<file path="src/mce_pkg.sv">
// Package with the shared types, constants and pattern table of the Morse encoder.
package mce_pkg;

    localparam int unsigned CharW  = 8;
    localparam int unsigned DurW   = 3;
    localparam int unsigned ElemW  = 5;
    localparam int unsigned CountW = 3;
    localparam int unsigned TdataW = 8;

    localparam logic [DurW-1:0] DurDot      = 3'd1;
    localparam logic [DurW-1:0] DurDash     = 3'd3;
    localparam logic [DurW-1:0] DurElemGap  = 3'd1;
    localparam logic [DurW-1:0] DurLetterEx = 3'd2;
    localparam logic [DurW-1:0] DurWordGap  = 3'd6;

    typedef enum logic [1:0] {
        K_NONE,
        K_SPACE,
        K_CHAR
    } t_kind;

    typedef enum logic [2:0] {
        S_IDLE,
        S_CLASSIFY,
        S_MARK,
        S_SPACE,
        S_GAP,
        S_WORD
    } t_state;

    typedef enum logic [2:0] {
        OP_NONE,
        OP_LOAD,
        OP_MARK,
        OP_SPACE,
        OP_GAP,
        OP_WORD
    } t_op;

    typedef struct packed {
        t_op op;
    } t_cmd;

    typedef struct packed {
        t_kind kind;
        logic  out_free;
        logic  elems_done;
    } t_status;

    // Elements are left aligned: the first element sits in the top bit, 1 = dash.
    typedef struct packed {
        t_kind             kind;
        logic [CountW-1:0] count;
        logic [ElemW-1:0]  bits;
    } t_pattern;

    function automatic t_pattern lookup(input logic [CharW-1:0] c);
        t_pattern p;
        p.kind  = K_CHAR;
        p.count = 3'd0;
        p.bits  = 5'b00000;
        case (c)
            " ": p.kind = K_SPACE;
            "A": begin p.count = 3'd2; p.bits = 5'b01000; end
            "B": begin p.count = 3'd4; p.bits = 5'b10000; end
            "C": begin p.count = 3'd4; p.bits = 5'b10100; end
            "D": begin p.count = 3'd3; p.bits = 5'b10000; end
            "E": begin p.count = 3'd1; p.bits = 5'b00000; end
            "F": begin p.count = 3'd4; p.bits = 5'b00100; end
            "G": begin p.count = 3'd3; p.bits = 5'b11000; end
            "H": begin p.count = 3'd4; p.bits = 5'b00000; end
            "I": begin p.count = 3'd2; p.bits = 5'b00000; end
            "J": begin p.count = 3'd4; p.bits = 5'b01110; end
            "K": begin p.count = 3'd3; p.bits = 5'b10100; end
            "L": begin p.count = 3'd4; p.bits = 5'b01000; end
            "M": begin p.count = 3'd2; p.bits = 5'b11000; end
            "N": begin p.count = 3'd2; p.bits = 5'b10000; end
            "O": begin p.count = 3'd3; p.bits = 5'b11100; end
            "P": begin p.count = 3'd4; p.bits = 5'b01100; end
            "Q": begin p.count = 3'd4; p.bits = 5'b11010; end
            "R": begin p.count = 3'd3; p.bits = 5'b01000; end
            "S": begin p.count = 3'd3; p.bits = 5'b00000; end
            "T": begin p.count = 3'd1; p.bits = 5'b10000; end
            "U": begin p.count = 3'd3; p.bits = 5'b00100; end
            "V": begin p.count = 3'd4; p.bits = 5'b00010; end
            "W": begin p.count = 3'd3; p.bits = 5'b01100; end
            "X": begin p.count = 3'd4; p.bits = 5'b10010; end
            "Y": begin p.count = 3'd4; p.bits = 5'b10110; end
            "Z": begin p.count = 3'd4; p.bits = 5'b11000; end
            "0": begin p.count = 3'd5; p.bits = 5'b11111; end
            "1": begin p.count = 3'd5; p.bits = 5'b01111; end
            "2": begin p.count = 3'd5; p.bits = 5'b00111; end
            "3": begin p.count = 3'd5; p.bits = 5'b00011; end
            "4": begin p.count = 3'd5; p.bits = 5'b00001; end
            "5": begin p.count = 3'd5; p.bits = 5'b00000; end
            "6": begin p.count = 3'd5; p.bits = 5'b10000; end
            "7": begin p.count = 3'd5; p.bits = 5'b11000; end
            "8": begin p.count = 3'd5; p.bits = 5'b11100; end
            "9": begin p.count = 3'd5; p.bits = 5'b11110; end
            default: p.kind = K_NONE;
        endcase
        return p;
    endfunction

endpackage

</file>
<file path="src/mce_ctrl.sv">
// Controller state machine that sequences the intervals of one character.
module mce_ctrl (
    input  logic             i_clk,
    input  logic             i_rst_n,
    input  logic             i_accept,
    input  mce_pkg::t_status i_status,
    output logic             o_ready,
    output mce_pkg::t_cmd    o_cmd
);
    import mce_pkg::*;

    t_state r_state;
    t_state n_state;

    always_ff @(posedge i_clk) begin
        if (!i_rst_n) begin
            r_state <= S_IDLE;
        end else begin
            r_state <= n_state;
        end
    end

    always_comb begin
        n_state = r_state;
        case (r_state)
            S_IDLE: begin
                if (i_accept) begin
                    n_state = S_CLASSIFY;
                end
            end
            S_CLASSIFY: begin
                case (i_status.kind)
                    K_SPACE: n_state = S_WORD;
                    K_CHAR:  n_state = S_MARK;
                    default: n_state = S_IDLE;
                endcase
            end
            S_MARK: begin
                if (i_status.out_free) begin
                    n_state = S_SPACE;
                end
            end
            S_SPACE: begin
                if (i_status.out_free) begin
                    n_state = i_status.elems_done ? S_GAP : S_MARK;
                end
            end
            S_GAP, S_WORD: begin
                if (i_status.out_free) begin
                    n_state = S_IDLE;
                end
            end
            default: n_state = S_IDLE;
        endcase
    end

    always_comb begin
        o_ready  = 1'b0;
        o_cmd.op = OP_NONE;
        case (r_state)
            S_IDLE: begin
                o_ready = 1'b1;
                if (i_accept) begin
                    o_cmd.op = OP_LOAD;
                end
            end
            S_MARK: begin
                if (i_status.out_free) begin
                    o_cmd.op = OP_MARK;
                end
            end
            S_SPACE: begin
                if (i_status.out_free) begin
                    o_cmd.op = OP_SPACE;
                end
            end
            S_GAP: begin
                if (i_status.out_free) begin
                    o_cmd.op = OP_GAP;
                end
            end
            S_WORD: begin
                if (i_status.out_free) begin
                    o_cmd.op = OP_WORD;
                end
            end
            default: o_cmd.op = OP_NONE;
        endcase
    end

endmodule

</file>
<file path="src/mce_dp.sv">
// Datapath with the pattern shifter, element counter and output register.
module mce_dp (
    input  logic                        i_clk,
    input  logic                        i_rst_n,
    input  mce_pkg::t_cmd               i_cmd,
    input  logic [mce_pkg::CharW-1:0]   i_char,
    input  logic                        i_out_ready,
    output mce_pkg::t_status            o_status,
    output logic                        o_out_valid,
    output logic                        o_light_on,
    output logic [mce_pkg::DurW-1:0]    o_duration,
    output logic                        o_last
);
    import mce_pkg::*;

    t_pattern          n_pat;
    t_kind             r_kind;
    logic [CountW-1:0] r_count;
    logic [ElemW-1:0]  r_bits;
    logic              r_valid;
    logic              r_light;
    logic [DurW-1:0]   r_dur;
    logic              r_last;
    logic              w_emit;

    assign n_pat  = lookup(i_char);
    assign w_emit = (i_cmd.op == OP_MARK) || (i_cmd.op == OP_SPACE)
                 || (i_cmd.op == OP_GAP)  || (i_cmd.op == OP_WORD);

    always_ff @(posedge i_clk) begin
        case (i_cmd.op)
            OP_LOAD: begin
                r_kind  <= n_pat.kind;
                r_count <= n_pat.count;
                r_bits  <= n_pat.bits;
            end
            OP_MARK: begin
                r_count <= r_count - 3'd1;
                r_bits  <= {r_bits[ElemW-2:0], 1'b0};
            end
            default: r_count <= r_count;
        endcase
    end

    always_ff @(posedge i_clk) begin
        if (!i_rst_n) begin
            r_valid <= 1'b0;
        end else if (w_emit) begin
            r_valid <= 1'b1;
        end else if (i_out_ready) begin
            r_valid <= 1'b0;
        end
    end

    always_ff @(posedge i_clk) begin
        case (i_cmd.op)
            OP_MARK: begin
                r_light <= 1'b1;
                r_dur   <= r_bits[ElemW-1] ? DurDash : DurDot;
                r_last  <= 1'b0;
            end
            OP_SPACE: begin
                r_light <= 1'b0;
                r_dur   <= DurElemGap;
                r_last  <= 1'b0;
            end
            OP_GAP: begin
                r_light <= 1'b0;
                r_dur   <= DurLetterEx;
                r_last  <= 1'b1;
            end
            OP_WORD: begin
                r_light <= 1'b0;
                r_dur   <= DurWordGap;
                r_last  <= 1'b1;
            end
            default: r_dur <= r_dur;
        endcase
    end

    assign o_status.kind       = r_kind;
    assign o_status.out_free   = !r_valid || i_out_ready;
    assign o_status.elems_done = (r_count == 3'd0);

    assign o_out_valid = r_valid;
    assign o_light_on  = r_light;
    assign o_duration  = r_dur;
    assign o_last      = r_last;

endmodule

</file>
<file path="src/morse_character_encoder.sv">
// Top level of the Morse character encoder: ASCII characters in, light intervals out.
//
//  Channel   Direction  Beat contents
//  s_axis    in         tdata[7:0] = char_code
//  m_axis    out        tdata[0] = light_on, tdata[3:1] = duration_units, tlast = last_interval
//
// One character is taken at a time. After the accepting beat, a classify state inspects the
// character, then the sequencer emits one interval per cycle while m_axis does not stall:
// up to 11 result beats for a digit, one for a space and none for an unknown code.
// Reset is synchronous and active low and clears the state machine and output valid.
// A stall on m_axis holds the sequencer; the output register frees as its beat is taken.
module morse_character_encoder (
    input  logic                        i_clk,
    input  logic                        i_rst_n,
    input  logic                        s_axis_tvalid,
    output logic                        s_axis_tready,
    input  logic [mce_pkg::TdataW-1:0]  s_axis_tdata,  // [7:0] char_code
    output logic                        m_axis_tvalid,
    input  logic                        m_axis_tready,
    output logic [mce_pkg::TdataW-1:0]  m_axis_tdata,  // [0] light_on, [3:1] duration_units
    output logic                        m_axis_tlast
);
    import mce_pkg::*;

    t_cmd            w_cmd;
    t_status         w_status;
    logic            w_accept;
    logic            w_light;
    logic [DurW-1:0] w_dur;

    assign w_accept = s_axis_tvalid && s_axis_tready;

    mce_ctrl u_ctrl (
        .i_clk    (i_clk),
        .i_rst_n  (i_rst_n),
        .i_accept (w_accept),
        .i_status (w_status),
        .o_ready  (s_axis_tready),
        .o_cmd    (w_cmd)
    );

    mce_dp u_dp (
        .i_clk       (i_clk),
        .i_rst_n     (i_rst_n),
        .i_cmd       (w_cmd),
        .i_char      (s_axis_tdata[CharW-1:0]),
        .i_out_ready (m_axis_tready),
        .o_status    (w_status),
        .o_out_valid (m_axis_tvalid),
        .o_light_on  (w_light),
        .o_duration  (w_dur),
        .o_last      (m_axis_tlast)
    );

    assign m_axis_tdata = {{(TdataW-DurW-1){1'b0}}, w_dur, w_light};

endmodule

</file>
<file path="config.mk">
export PLATFORM = sky130hd
export DESIGN_NAME = morse_character_encoder
export DESIGN_NICKNAME = d
export VERILOG_FILES = /design/src/mce_pkg.sv /design/src/mce_ctrl.sv /design/src/mce_dp.sv /design/src/morse_character_encoder.sv
export SDC_FILE = /design/constraint.sdc
export NUM_CORES = 1
export LEC_CHECK = 0
export ABC_AREA = 1
export BUFFER_PORTS_ARGS = -buffer_cell sky130_fd_sc_hd__buf_2
export CORE_UTILIZATION = 60
export DETAILED_ROUTE_END_ITERATION = 7
export PLACE_DENSITY = 0.9
export RECOVER_POWER = 50
export SYNTH_ARGS = -nofsm -noshare
export SYNTH_HDL_FRONTEND = slang
export SYNTH_SLANG_ARGS = --single-unit
</file>
<file path="constraint.sdc">
create_clock -name i_clk -period 3.7 [get_ports i_clk]
set_clock_uncertainty 0.2 [all_clocks]
set_input_delay 0.74 -clock i_clk [delete_from_list [all_inputs] [get_ports i_clk]]
set_output_delay 0.74 -clock i_clk [all_outputs]
set_load 0.1 [all_outputs]
</file>
; ---- After elaboration in Yosys (flattened, before gate mapping)
; Index checks and enable logic that the tools add are counted.
[classes]
addsub = 1
eq_ne = 53
n_mux = 24
n_reduce_logical = 19
[op_table]
columns = operator, count
row1 = one-hot mux 8 bit (36 select lines), 1
row2 = == test 8 x 7 -> 1 bit (second input constant), 26
row3 = == test 8 x 6 -> 1 bit (second input constant), 11
row4 = OR reduction 36 bit, 1
row5 = one-hot mux 3 bit (5 select lines), 2
row6 = 2-to-1 mux 3 bit, 7
row7 = == test 3 x 2 -> 1 bit (second input constant), 4
row8 = == test 3 bit (second input constant), 4
row9 = one-hot mux 3 bit (2 select lines), 2
row10 = one-hot mux 3 bit (4 select lines), 1
row11 = one-hot mux 5 bit (2 select lines), 1
row12 = inequality test 2 x 1 -> 1 bit (second input constant), 4
row13 = nonzero test 2 bit, 4
row14 = == test 3 x 1 -> 1 bit (second input constant), 2
row15 = logical NOT 3 bit, 2
row16 = 2-to-1 mux 2 bit, 3
row17 = OR reduction 2 bit, 3
row18 = logical OR 1 bit, 4
row19 = 2-to-1 mux 1 bit, 4
row20 = one-hot mux 1 bit (2 select lines), 2
row21 = one-hot mux 2 bit (2 select lines), 1
row22 = AND reduction 4 bit, 1
row23 = nonzero test 4 bit, 1
row24 = OR reduction 3 bit, 1
row25 = other kinds (5), 5
[totals]
reg_bits = 19
inputBits = 12
out_inout_bits = 11
wordCells = 105

; ---- Longest topological paths before layout
; Gate-level depths: netlist of the first run.
[depth]
depth_word = 10
mapped_depth = 11
mapped_depth_nobuf = 11

; ---- Cells and area by module
; From an unflattened synthesis of the first run, not the netlist that was laid out.
[hier_totals]
hier_cells = 274
hier_area_um2 = 1696.6
[by_module_without_submodules]
columns = mod, instances, cells_per_inst, area_each_um2, seq_area_each_um2
row1 = mce_dp, 1, 225, 1406.3, 470.5
row2 = mce_ctrl, 1, 41, 241.5, 60.1
row3 = morse_character_encoder, 1, 8, 48.8, 0.0

; ---- Least setup slack after synthesis of the first run
; Ideal clock, no wire load.
[synth_path]
kind = reg-to-reg
from = register u_dp.r_valid, in the netlist u_dp.o_out_valid
to = register u_dp.r_bits[0], enable pin
setup_ns = 0.356
t_arrival_ns = 1.802
required_ns = 3.144
path_slack_ns = 1.342
stages_incl_launch_ff = 6
path_buffers = 1
period_less_slack_ns = 2.358
path_cell_list = dfxtp_1 inv_1 or2_1 buf_2 nand2_2 o21ai_0
[synth_via]
elab_chain_len = 6
word_cells_on_any_way = 10
cone_classes = 2 x eq/ne / 5 x mux / 3 x reduce/logical
[synth_lines]
columns = item, line_no
row1 = "start, declared", mce_dp.sv:20  ; logic r_valid;
row2 = "start signal, assigned", mce_dp.sv:47  ; r_valid <= 1'b0;
row3 = "start signal, assigned", mce_dp.sv:49  ; r_valid <= 1'b1;
row4 = "start signal, assigned", mce_dp.sv:51  ; r_valid <= 1'b0;
row5 = logical NOT 1 bit (*), mce_dp.sv:82  ; assign o_status.out_free = !r_valid || i_out_ready;
row6 = logical OR 1 bit (*), mce_dp.sv:82
row7 = 2-to-1 mux 3 bit (tied with other cells), mce_ctrl.sv:83  ; if (i_status.out_free) begin
row8 = one-hot mux 3 bit (5 select lines) (*), mce_ctrl.sv:60  ; case (r_state)
row9 = == test 3 x 1 -> 1 bit / == test 3 x 2 -> 1 bit (equally long branches), mce_dp.sv:31  ; case (i_cmd.op)
row10 = nonzero test 2 bit (no line) (*), n/a
row11 = "end signal, assigned", mce_dp.sv:35  ; r_bits <= n_pat.bits;
row12 = "end signal, assigned", mce_dp.sv:39  ; r_bits <= {r_bits[ElemW-2:0], 1'b0};
row13 = "end, declared", mce_dp.sv:19  ; logic [ElemW-1:0] r_bits;
; Every way passes the cells marked *; elsewhere a longest branch is shown, timed or not.
; A chain may end at the register's enable or synchronous reset.

; ---- Worst setup path after layout of the first run
[layout_path]
from = register u_ctrl.r_state[0]
to = output s_axis_tready
[layout_via]
elab_chain_len = 2
[layout_lines]
columns = item, line_no
row1 = "start, declared", mce_ctrl.sv:12  ; t_state r_state;
row2 = "start signal, assigned", mce_ctrl.sv:19  ; r_state <= n_state;
row3 = logical NOT 3 bit, mce_ctrl.sv:60
row4 = 2-to-1 mux 1 bit, mce_ctrl.sv:60
row5 = "end, declared", morse_character_encoder.sv:16  ; output logic s_axis_tready,
; No other way between the ends.

==> impl_metrics.env, run 1 <==
export IMPL_clkSinkCount=19
export IMPL_wire_per_inst_um=12.16
export IMPL_relSlewSlack_pct=46.93
export IMPL_drcViolationCount=0
export IMPL_grt_util_all_layers_pct=28.61
export IMPL_cts_tree="built"
export IMPL_p_leak_uw=0.0009394
export IMPL_port_buffer_count=18
export IMPL_final_common_cell="nand2_1"
export IMPL_drt_first_pass_iters=4
export IMPL_path_clk_slew_ns=0.12
export IMPL_async_flop_share_pct=0
export IMPL_grt_ovfl_total=0
export IMPL_maxCapViolCount=0
export IMPL_vias_per_cell=5.502
export IMPL_pwr_share_clk_pct=9.1
export IMPL_finalHoldViolCount=0
export IMPL_yosysWarnings=0
export IMPL_place_gp_congestion=1.000
export IMPL_power_switching_uw=654.6
export IMPL_cts_resized_gates=0
export IMPL_cp_required_ns=2.76
export IMPL_p_per_area_mw_per_mm2=686.2
export IMPL_hpwl_mm=3.038
export IMPL_cp_arrival_ns=1.51
export IMPL_cp_end_kind="output pin"
export IMPL_min_period_ns=2.448
export IMPL_path_class="reg -> out"
export IMPL_grt_max_degree=15
export IMPL_preCtsSetupSlack_ns=1.137
export IMPL_row_count=18
export IMPL_ys_types=30
export IMPL_die_y_um=54.39
export IMPL_nets=296
export IMPL_swShare_pct=55.45
export IMPL_critPathMaxFanout=6
export IMPL_ys_flop_type="edfxtp_1"
export IMPL_antenna_found_initial=0
export IMPL_power_frac_comb_pct=56.0
export IMPL_startpoint_type="flop"
export IMPL_min_path_type="reg -> reg"
export IMPL_synth_top_area_share_pct=27.36
export IMPL_fin_crit_sh_pct=66.15
export IMPL_fmax_ghz=0.4086
export IMPL_outcome="complete, no violations"
export IMPL_synth_edf_count=15
export IMPL_initial_core_util_pct=64.70
export IMPL_syn_area_mm2=0.001647
export IMPL_drive_gt1_share_pct=12.46
export IMPL_postCtsSetupBuffers=0
export IMPL_antenna_cells=0
export IMPL_syn_inst=265
export IMPL_worst_slack_ns=1.252
export IMPL_yosysSeqAreaShare_pct=32.22
export IMPL_clkLatencyLatePin_ns=0.31
export IMPL_ir_drop_v=0.0008659
export IMPL_dieWidth_um=54.39
export IMPL_grt_pass1_wl_mm=6.030
export IMPL_cts_hold_buf=0
export IMPL_num_vias=1711
export IMPL_synth_avg_cell_area_um2=6.214
export IMPL_mostFrequentLayoutCells="nand2_1, nor2_1, inv_1, nand3_1, buf_2"
export IMPL_n_fill_cell=233
export IMPL_rsz0062_at_grt="false"
export IMPL_drt_initial_drc_count=91
export IMPL_cts_max_level=1
export IMPL_yosys_register_bits=19
export IMPL_grt_pass1_vias=1493
export IMPL_yosys_area_top_type="edfxtp_1"
export IMPL_die_area_mm2=0.002958
export IMPL_clock_tree_buffer_depth=2
export IMPL_worstMarginPinSlew_ns=0.7932
export IMPL_intPower_uw=525.9
export IMPL_antenna_left=0
export IMPL_area_growth_pct=4.483
export IMPL_wl_mm=3.782
export IMPL_cts_root_buffer="clkbuf_4"
export IMPL_fin_setup_tns_ns=0
export IMPL_seqPwrFrac_pct=34.9
export IMPL_ios=23
export IMPL_core_area_mm2=0.002545
export IMPL_synthTopCellsByArea="edfxtp_1, nand2_1, nor2_1"
export IMPL_finalMaxSlewViolations=0
export IMPL_cts_made_buffers=3
export IMPL_setup_violations_final=0
==> power groups by stage <==
stage	registers [µW]	clock network, µW	logic, µW
floorplan	580	0	403
global placement	408	0	672
detailed placement	417	0	687
CTS	413	108	689
global route	424	118	714
finish	411	107	662
==> registers in the layout, summed over array words and instances (netlist names) <==
name and cells:
u_ctrl.r_state 3, u_dp.r_kind 2, u_dp.o_light_on 1, u_dp.o_last 1, u_dp.o_duration 3, u_dp.r_bits 5, u_dp.o_out_valid 1, u_dp.r_count 3
==> layer usage <==
| layer | up-vias | track usage, % | share of wire, % |
|---|---|---|---|
| li1 | 863 | - | - |
| met1 | 753 | 31.58 | 42 |
| met5 | - | 0 | 0 |
| met2 | 81 | 52.64 | 49 |
| met4 | 0 | 11.54 | 2.2 |
| met3 | 14 | 5.833 | 6.5 |
==> stage by stage <==
step / instances / instance area [µm²] / utilization (%) / hold WS [ns] / total power (µW)
5_1_grt: 311 / 1720 / 67.60 / 0.3523 / 1257
3_3_place_gp: 307 / 1715 / 67.40 / 0.2996 / 1080
3_5_place_dp: 307 / 1715 / 67.40 / 0.3016 / 1105
2_1_floorplan: 268 / 1658 / - / 0.2874 / 983.2
4_1_cts: 311 / 1743 / 68.49 / 0.3261 / 1210
6_report: 311 / 1720 / 67.60 / 0.3249 / 1181
==> cell type report <==
type	instances	area, µm²	share of cell area [%]
Clock buffer	3	22.52	1.309
Clock inverter	1	5.005	0.2909
Inverter	30	113.9	6.618
Multi-Input combinational cell	209	917.1	53.31
Sequential cell	19	530.5	30.84
Tap cell	30	37.54	2.182
Timing Repair Buffer	19	93.84	5.455
==> final timing paths <==
check / start / depth (start not counted) / slack [ns] / endpoint
setup / recovery: u_ctrl.r_state[0]$_SDFFE_PN0P_ / 4 / 1.25 / s_axis_tready
hold reg to reg: u_dp.r_bits[3]$_DFFE_PP_ / 2 / 0.32 / u_dp.r_bits[4]$_DFFE_PP_
setup reg to reg: u_ctrl.r_state[1]$_SDFFE_PN0P_ / 5 / 1.80 / u_dp.r_count[2]$_DFFE_PP_
hold / removal: u_dp.r_bits[3]$_DFFE_PP_ / 2 / 0.32 / u_dp.r_bits[4]$_DFFE_PP_
==> critical path: stages (launching register included) <==
cell and delay [ns]:
dfxtp_1 0.40, inv_1 0.15, nand3_1 0.16, inv_1 0.07
buf_2 0.42
==> cells by family (layout without fill, tap and decap cells) <==
family,count (synthesis),after routing,share of synthesized area [%]
other,1,4,0.2277
buffers and inverters,40,53,11.63
adder cells (fa/ha/maj),2,2,1.520
flip-flops,19,19,32.22
AND/OR/NAND/NOR,182,182,46.51
AO/OA/AOI/OAI,20,20,7.371
XOR/XNOR,1,1,0.5320
==> cells in the mapped netlist, types with 2 or more instances <==
cell type and n:
ha_1 2, inv_1 25, inv_2 4, nor2_1 52
nand2_1 86, a21oi_1 4, nor3_1 3, a211oi_1 2
nand2_2 8, buf_4 6, edfxtp_1 15, buf_2 2
dfxtp_1 4, o21ai_0 8, nand3_1 24, nand4_1 2
o21ai_1 4, buf_6 2
Note: power is estimated with default switching activity, not from simulation.
==> inputs of run 2 (changes only) <==
--- a/config.mk
+++ b/config.mk
@@ -5,11 +5,11 @@
 export SDC_FILE = /design/constraint.sdc
 export NUM_CORES = 1
 export LEC_CHECK = 0
-export ABC_AREA = 1
+export ABC_AREA = 0
 export BUFFER_PORTS_ARGS = -buffer_cell sky130_fd_sc_hd__buf_2
-export CORE_UTILIZATION = 60
+export CORE_UTILIZATION = 51
 export DETAILED_ROUTE_END_ITERATION = 7
-export PLACE_DENSITY = 0.9
+export PLACE_DENSITY = 0.82
 export RECOVER_POWER = 50
 export SYNTH_ARGS = -nofsm -noshare
 export SYNTH_HDL_FRONTEND = slang
==> constraint.sdc (replaced) <==
create_clock -name i_clk -period 2.14 [get_ports i_clk]
set_clock_uncertainty 0.2 [all_clocks]
set_input_delay 0.428 -clock i_clk [delete_from_list [all_inputs] [get_ports i_clk]]
set_output_delay 0.428 -clock i_clk [all_outputs]
set_load 0.1 [all_outputs]
==> impl_metrics.env, run 2 <==
export IMPL_outcome="finished with violations"
export IMPL_violations="DRC"
export IMPL_dp_cells=238
export IMPL_final_common_cell="nor2_1"
export IMPL_synth_xor_area_share_pct=1.657
export IMPL_num_vias=1544
export IMPL_intPower_uw=625.7
export IMPL_swShare_pct=38.05
export IMPL_syn_inst=187
export IMPL_critPathMaxFanout=8
export IMPL_grt_pass1_wl_mm=6.617
export IMPL_ys_flop_type="edfxtp_1"
export IMPL_postCtsSetupBuffers=0
export IMPL_grt_max_degree=20
export IMPL_yosysSeqAreaShare_pct=33.46
export IMPL_initial_core_util_pct=55.57
export IMPL_dieWidth_um=57.75
export IMPL_synth_fa_ha_area_share_pct=1.579
export IMPL_grt_ovfl_total=0
export IMPL_synth_top_family_by_area="simple AND/OR/NAND/NOR gates"
export IMPL_largest_reg_flops=5
export IMPL_clkSinkCount=19
export IMPL_yosys_area_share_simple_pct=29.36
export IMPL_cts_made_buffers=3
export IMPL_drt_first_pass_iters=7
export IMPL_fmax_ghz=0.4875
export IMPL_grt_util_all_layers_pct=25.60
export IMPL_synth_avg_cell_area_um2=8.477
export IMPL_cts_max_level=1
export IMPL_muxShareOfSynthArea_pct=3.157
export IMPL_yosys_top_cells_count="nor2_1, nand2_1, edfxtp_1"
export IMPL_ys_types=56
export IMPL_ir_drop_v=0.0003805
export IMPL_port_buffer_count=18
export IMPL_path_clk_slew_ns=0.11
export IMPL_nets=226
export IMPL_drive_gt1_share_pct=22.75
export IMPL_place_gp_congestion=0.8970
export IMPL_core_area_mm2=0.002853
export IMPL_ios=23
export IMPL_clkLatencyLatePin_ns=0.30
export IMPL_yosys_register_bits=19
export IMPL_cp_required_ns=1.51
export IMPL_die_area_mm2=0.003335
export IMPL_yosys_area_top_type="edfxtp_1"
export IMPL_p_per_area_mw_per_mm2=568.5
export IMPL_cts_hold_buf=0
export IMPL_hpwl_mm=2.980
export IMPL_synth_compound_area_share_pct=21.70
export IMPL_largest_register="u_dp.r_bits"
export IMPL_maxCapViolCount=0
export IMPL_drt_initial_drc_count=165
export IMPL_cp_end_kind="output pin"
export IMPL_path_class="reg -> out"
export IMPL_final_cells=242
export IMPL_synthTopCellsByArea="edfxtp_1, dfxtp_1, nor2_1"
export IMPL_vias_per_cell=6.380
export IMPL_clock_tree_buffer_depth=2
export IMPL_pwr_share_clk_pct=18.3
export IMPL_wire_per_inst_um=16.10
export IMPL_rsz0062_at_grt="false"
export IMPL_startpoint_type="flop"
export IMPL_finalHoldViolCount=0
export IMPL_power_switching_uw=384.4
export IMPL_relSlewSlack_pct=63.93
export IMPL_antenna_found_initial=0
export IMPL_synth_edf_count=15
export IMPL_worstMarginPinSlew_ns=0.5434
export IMPL_yosysWarnings=0
export IMPL_cts_tree="built"
export IMPL_area_growth_pct=12.08
export IMPL_syn_area_mm2=0.001585
export IMPL_power_frac_comb_pct=36.2
export IMPL_min_path_type="in -> reg"
export IMPL_mostFrequentLayoutCells="nor2_1, nand2_1, buf_4, edfxtp_1"
export IMPL_fin_setup_tns_ns=0
export IMPL_die_y_um=57.75
export IMPL_wl_mm=3.895
export IMPL_antenna_cells=0
export IMPL_drcViolationCount=2
export IMPL_synth_top_area_share_pct=28.41
export IMPL_async_flop_share_pct=0
export IMPL_fin_crit_sh_pct=95.85
export IMPL_setup_violations_final=0
export IMPL_p_leak_uw=0.0006940
export IMPL_antenna_left=0
export IMPL_synth_most_common_cell="nor2_1"
export IMPL_cts_root_buffer="clkbuf_4"
export IMPL_row_count=19
export IMPL_cts_resized_gates=0
export IMPL_finalMaxSlewViolations=0
export IMPL_cp_arrival_ns=1.42
export IMPL_grt_pass1_vias=1401
export IMPL_min_period_ns=2.051
export IMPL_seqPwrFrac_pct=45.5
## run 2: cells by family (layout without fill, tap and decap cells)
family,after synthesis,after routing
xor+xnor,3,3
simple gates,82,82
flops,19,19
mux,5,5
other cells,1,4
fa+ha+maj,2,2
buf+inv,25,46
compound gates,50,50
## run 2: worst paths after layout
path	startpoint	slack [ns]	endpoint	cells past startpoint
worst min-delay path	i_rst_n	0.18	u_ctrl.r_state[2]$_SDFFE_PN0P_	2
worst min register to register	u_dp.r_bits[0]$_SDFFCE_PP0P_	0.34	u_dp.r_bits[1]$_DFFE_PP_	1
worst max register to register	u_ctrl.r_state[1]$_SDFFE_PN0P_	0.20	u_ctrl.r_state[2]$_SDFFE_PN0P_	5
worst max-delay path	u_ctrl.r_state[2]$_SDFFE_PN0P_	0.09	s_axis_tready	3
## run 2: worst max-delay path: stages (launching register included)
cell     delay, ns
dfxtp_1       0.33
buf_4         0.17
nor3_4        0.18
buf_2         0.45
## run 2: power by group through the flow
stage / clock network (µW) / logic (µW) / registers, µW
after floorplan: 0 / 251 / 503
after global placement: 0 / 360 / 467
after detailed placement: 0 / 368 / 468
final: 185 / 366 / 460
after global routing: 198 / 394 / 464
after CTS: 185 / 370 / 460
## run 2: cell type report
type,count,area [µm²]
repair buffers,35,212.7
fillers,253,1076
flip-flops and latches,19,531.8
multi-input cells,146,939.7
clock inverters,1,5.005
clock buffers,3,22.52
inverters,7,26.28
well taps,31,38.79
## run 2: through the flow
stage | util [%] | hold slack [ns] | area, µm² | setup WS (ns) | power (µW)
after global routing | 62.28 | 0.1788 | 1777 | 0.03024 | 1056
final | 62.28 | 0.1828 | 1777 | 0.08888 | 1010
after global placement | 61.80 | 0.3005 | 1763 | -0.001838 | 827.1
after floorplan | - | 0.2946 | 1620 | -0.03974 | 754.5
after detailed placement | 61.80 | 0.3118 | 1763 | -0.004487 | 836.4
after CTS | 62.76 | 0.1726 | 1790 | 0.07590 | 1015
## run 2: metal layers
metal  part of all wire [%]  GRT usage, %
met1                     39         32.58
met2                     50         43.69
met3                    8.1         4.241
met4                    2.8         9.864
met5                      0             0
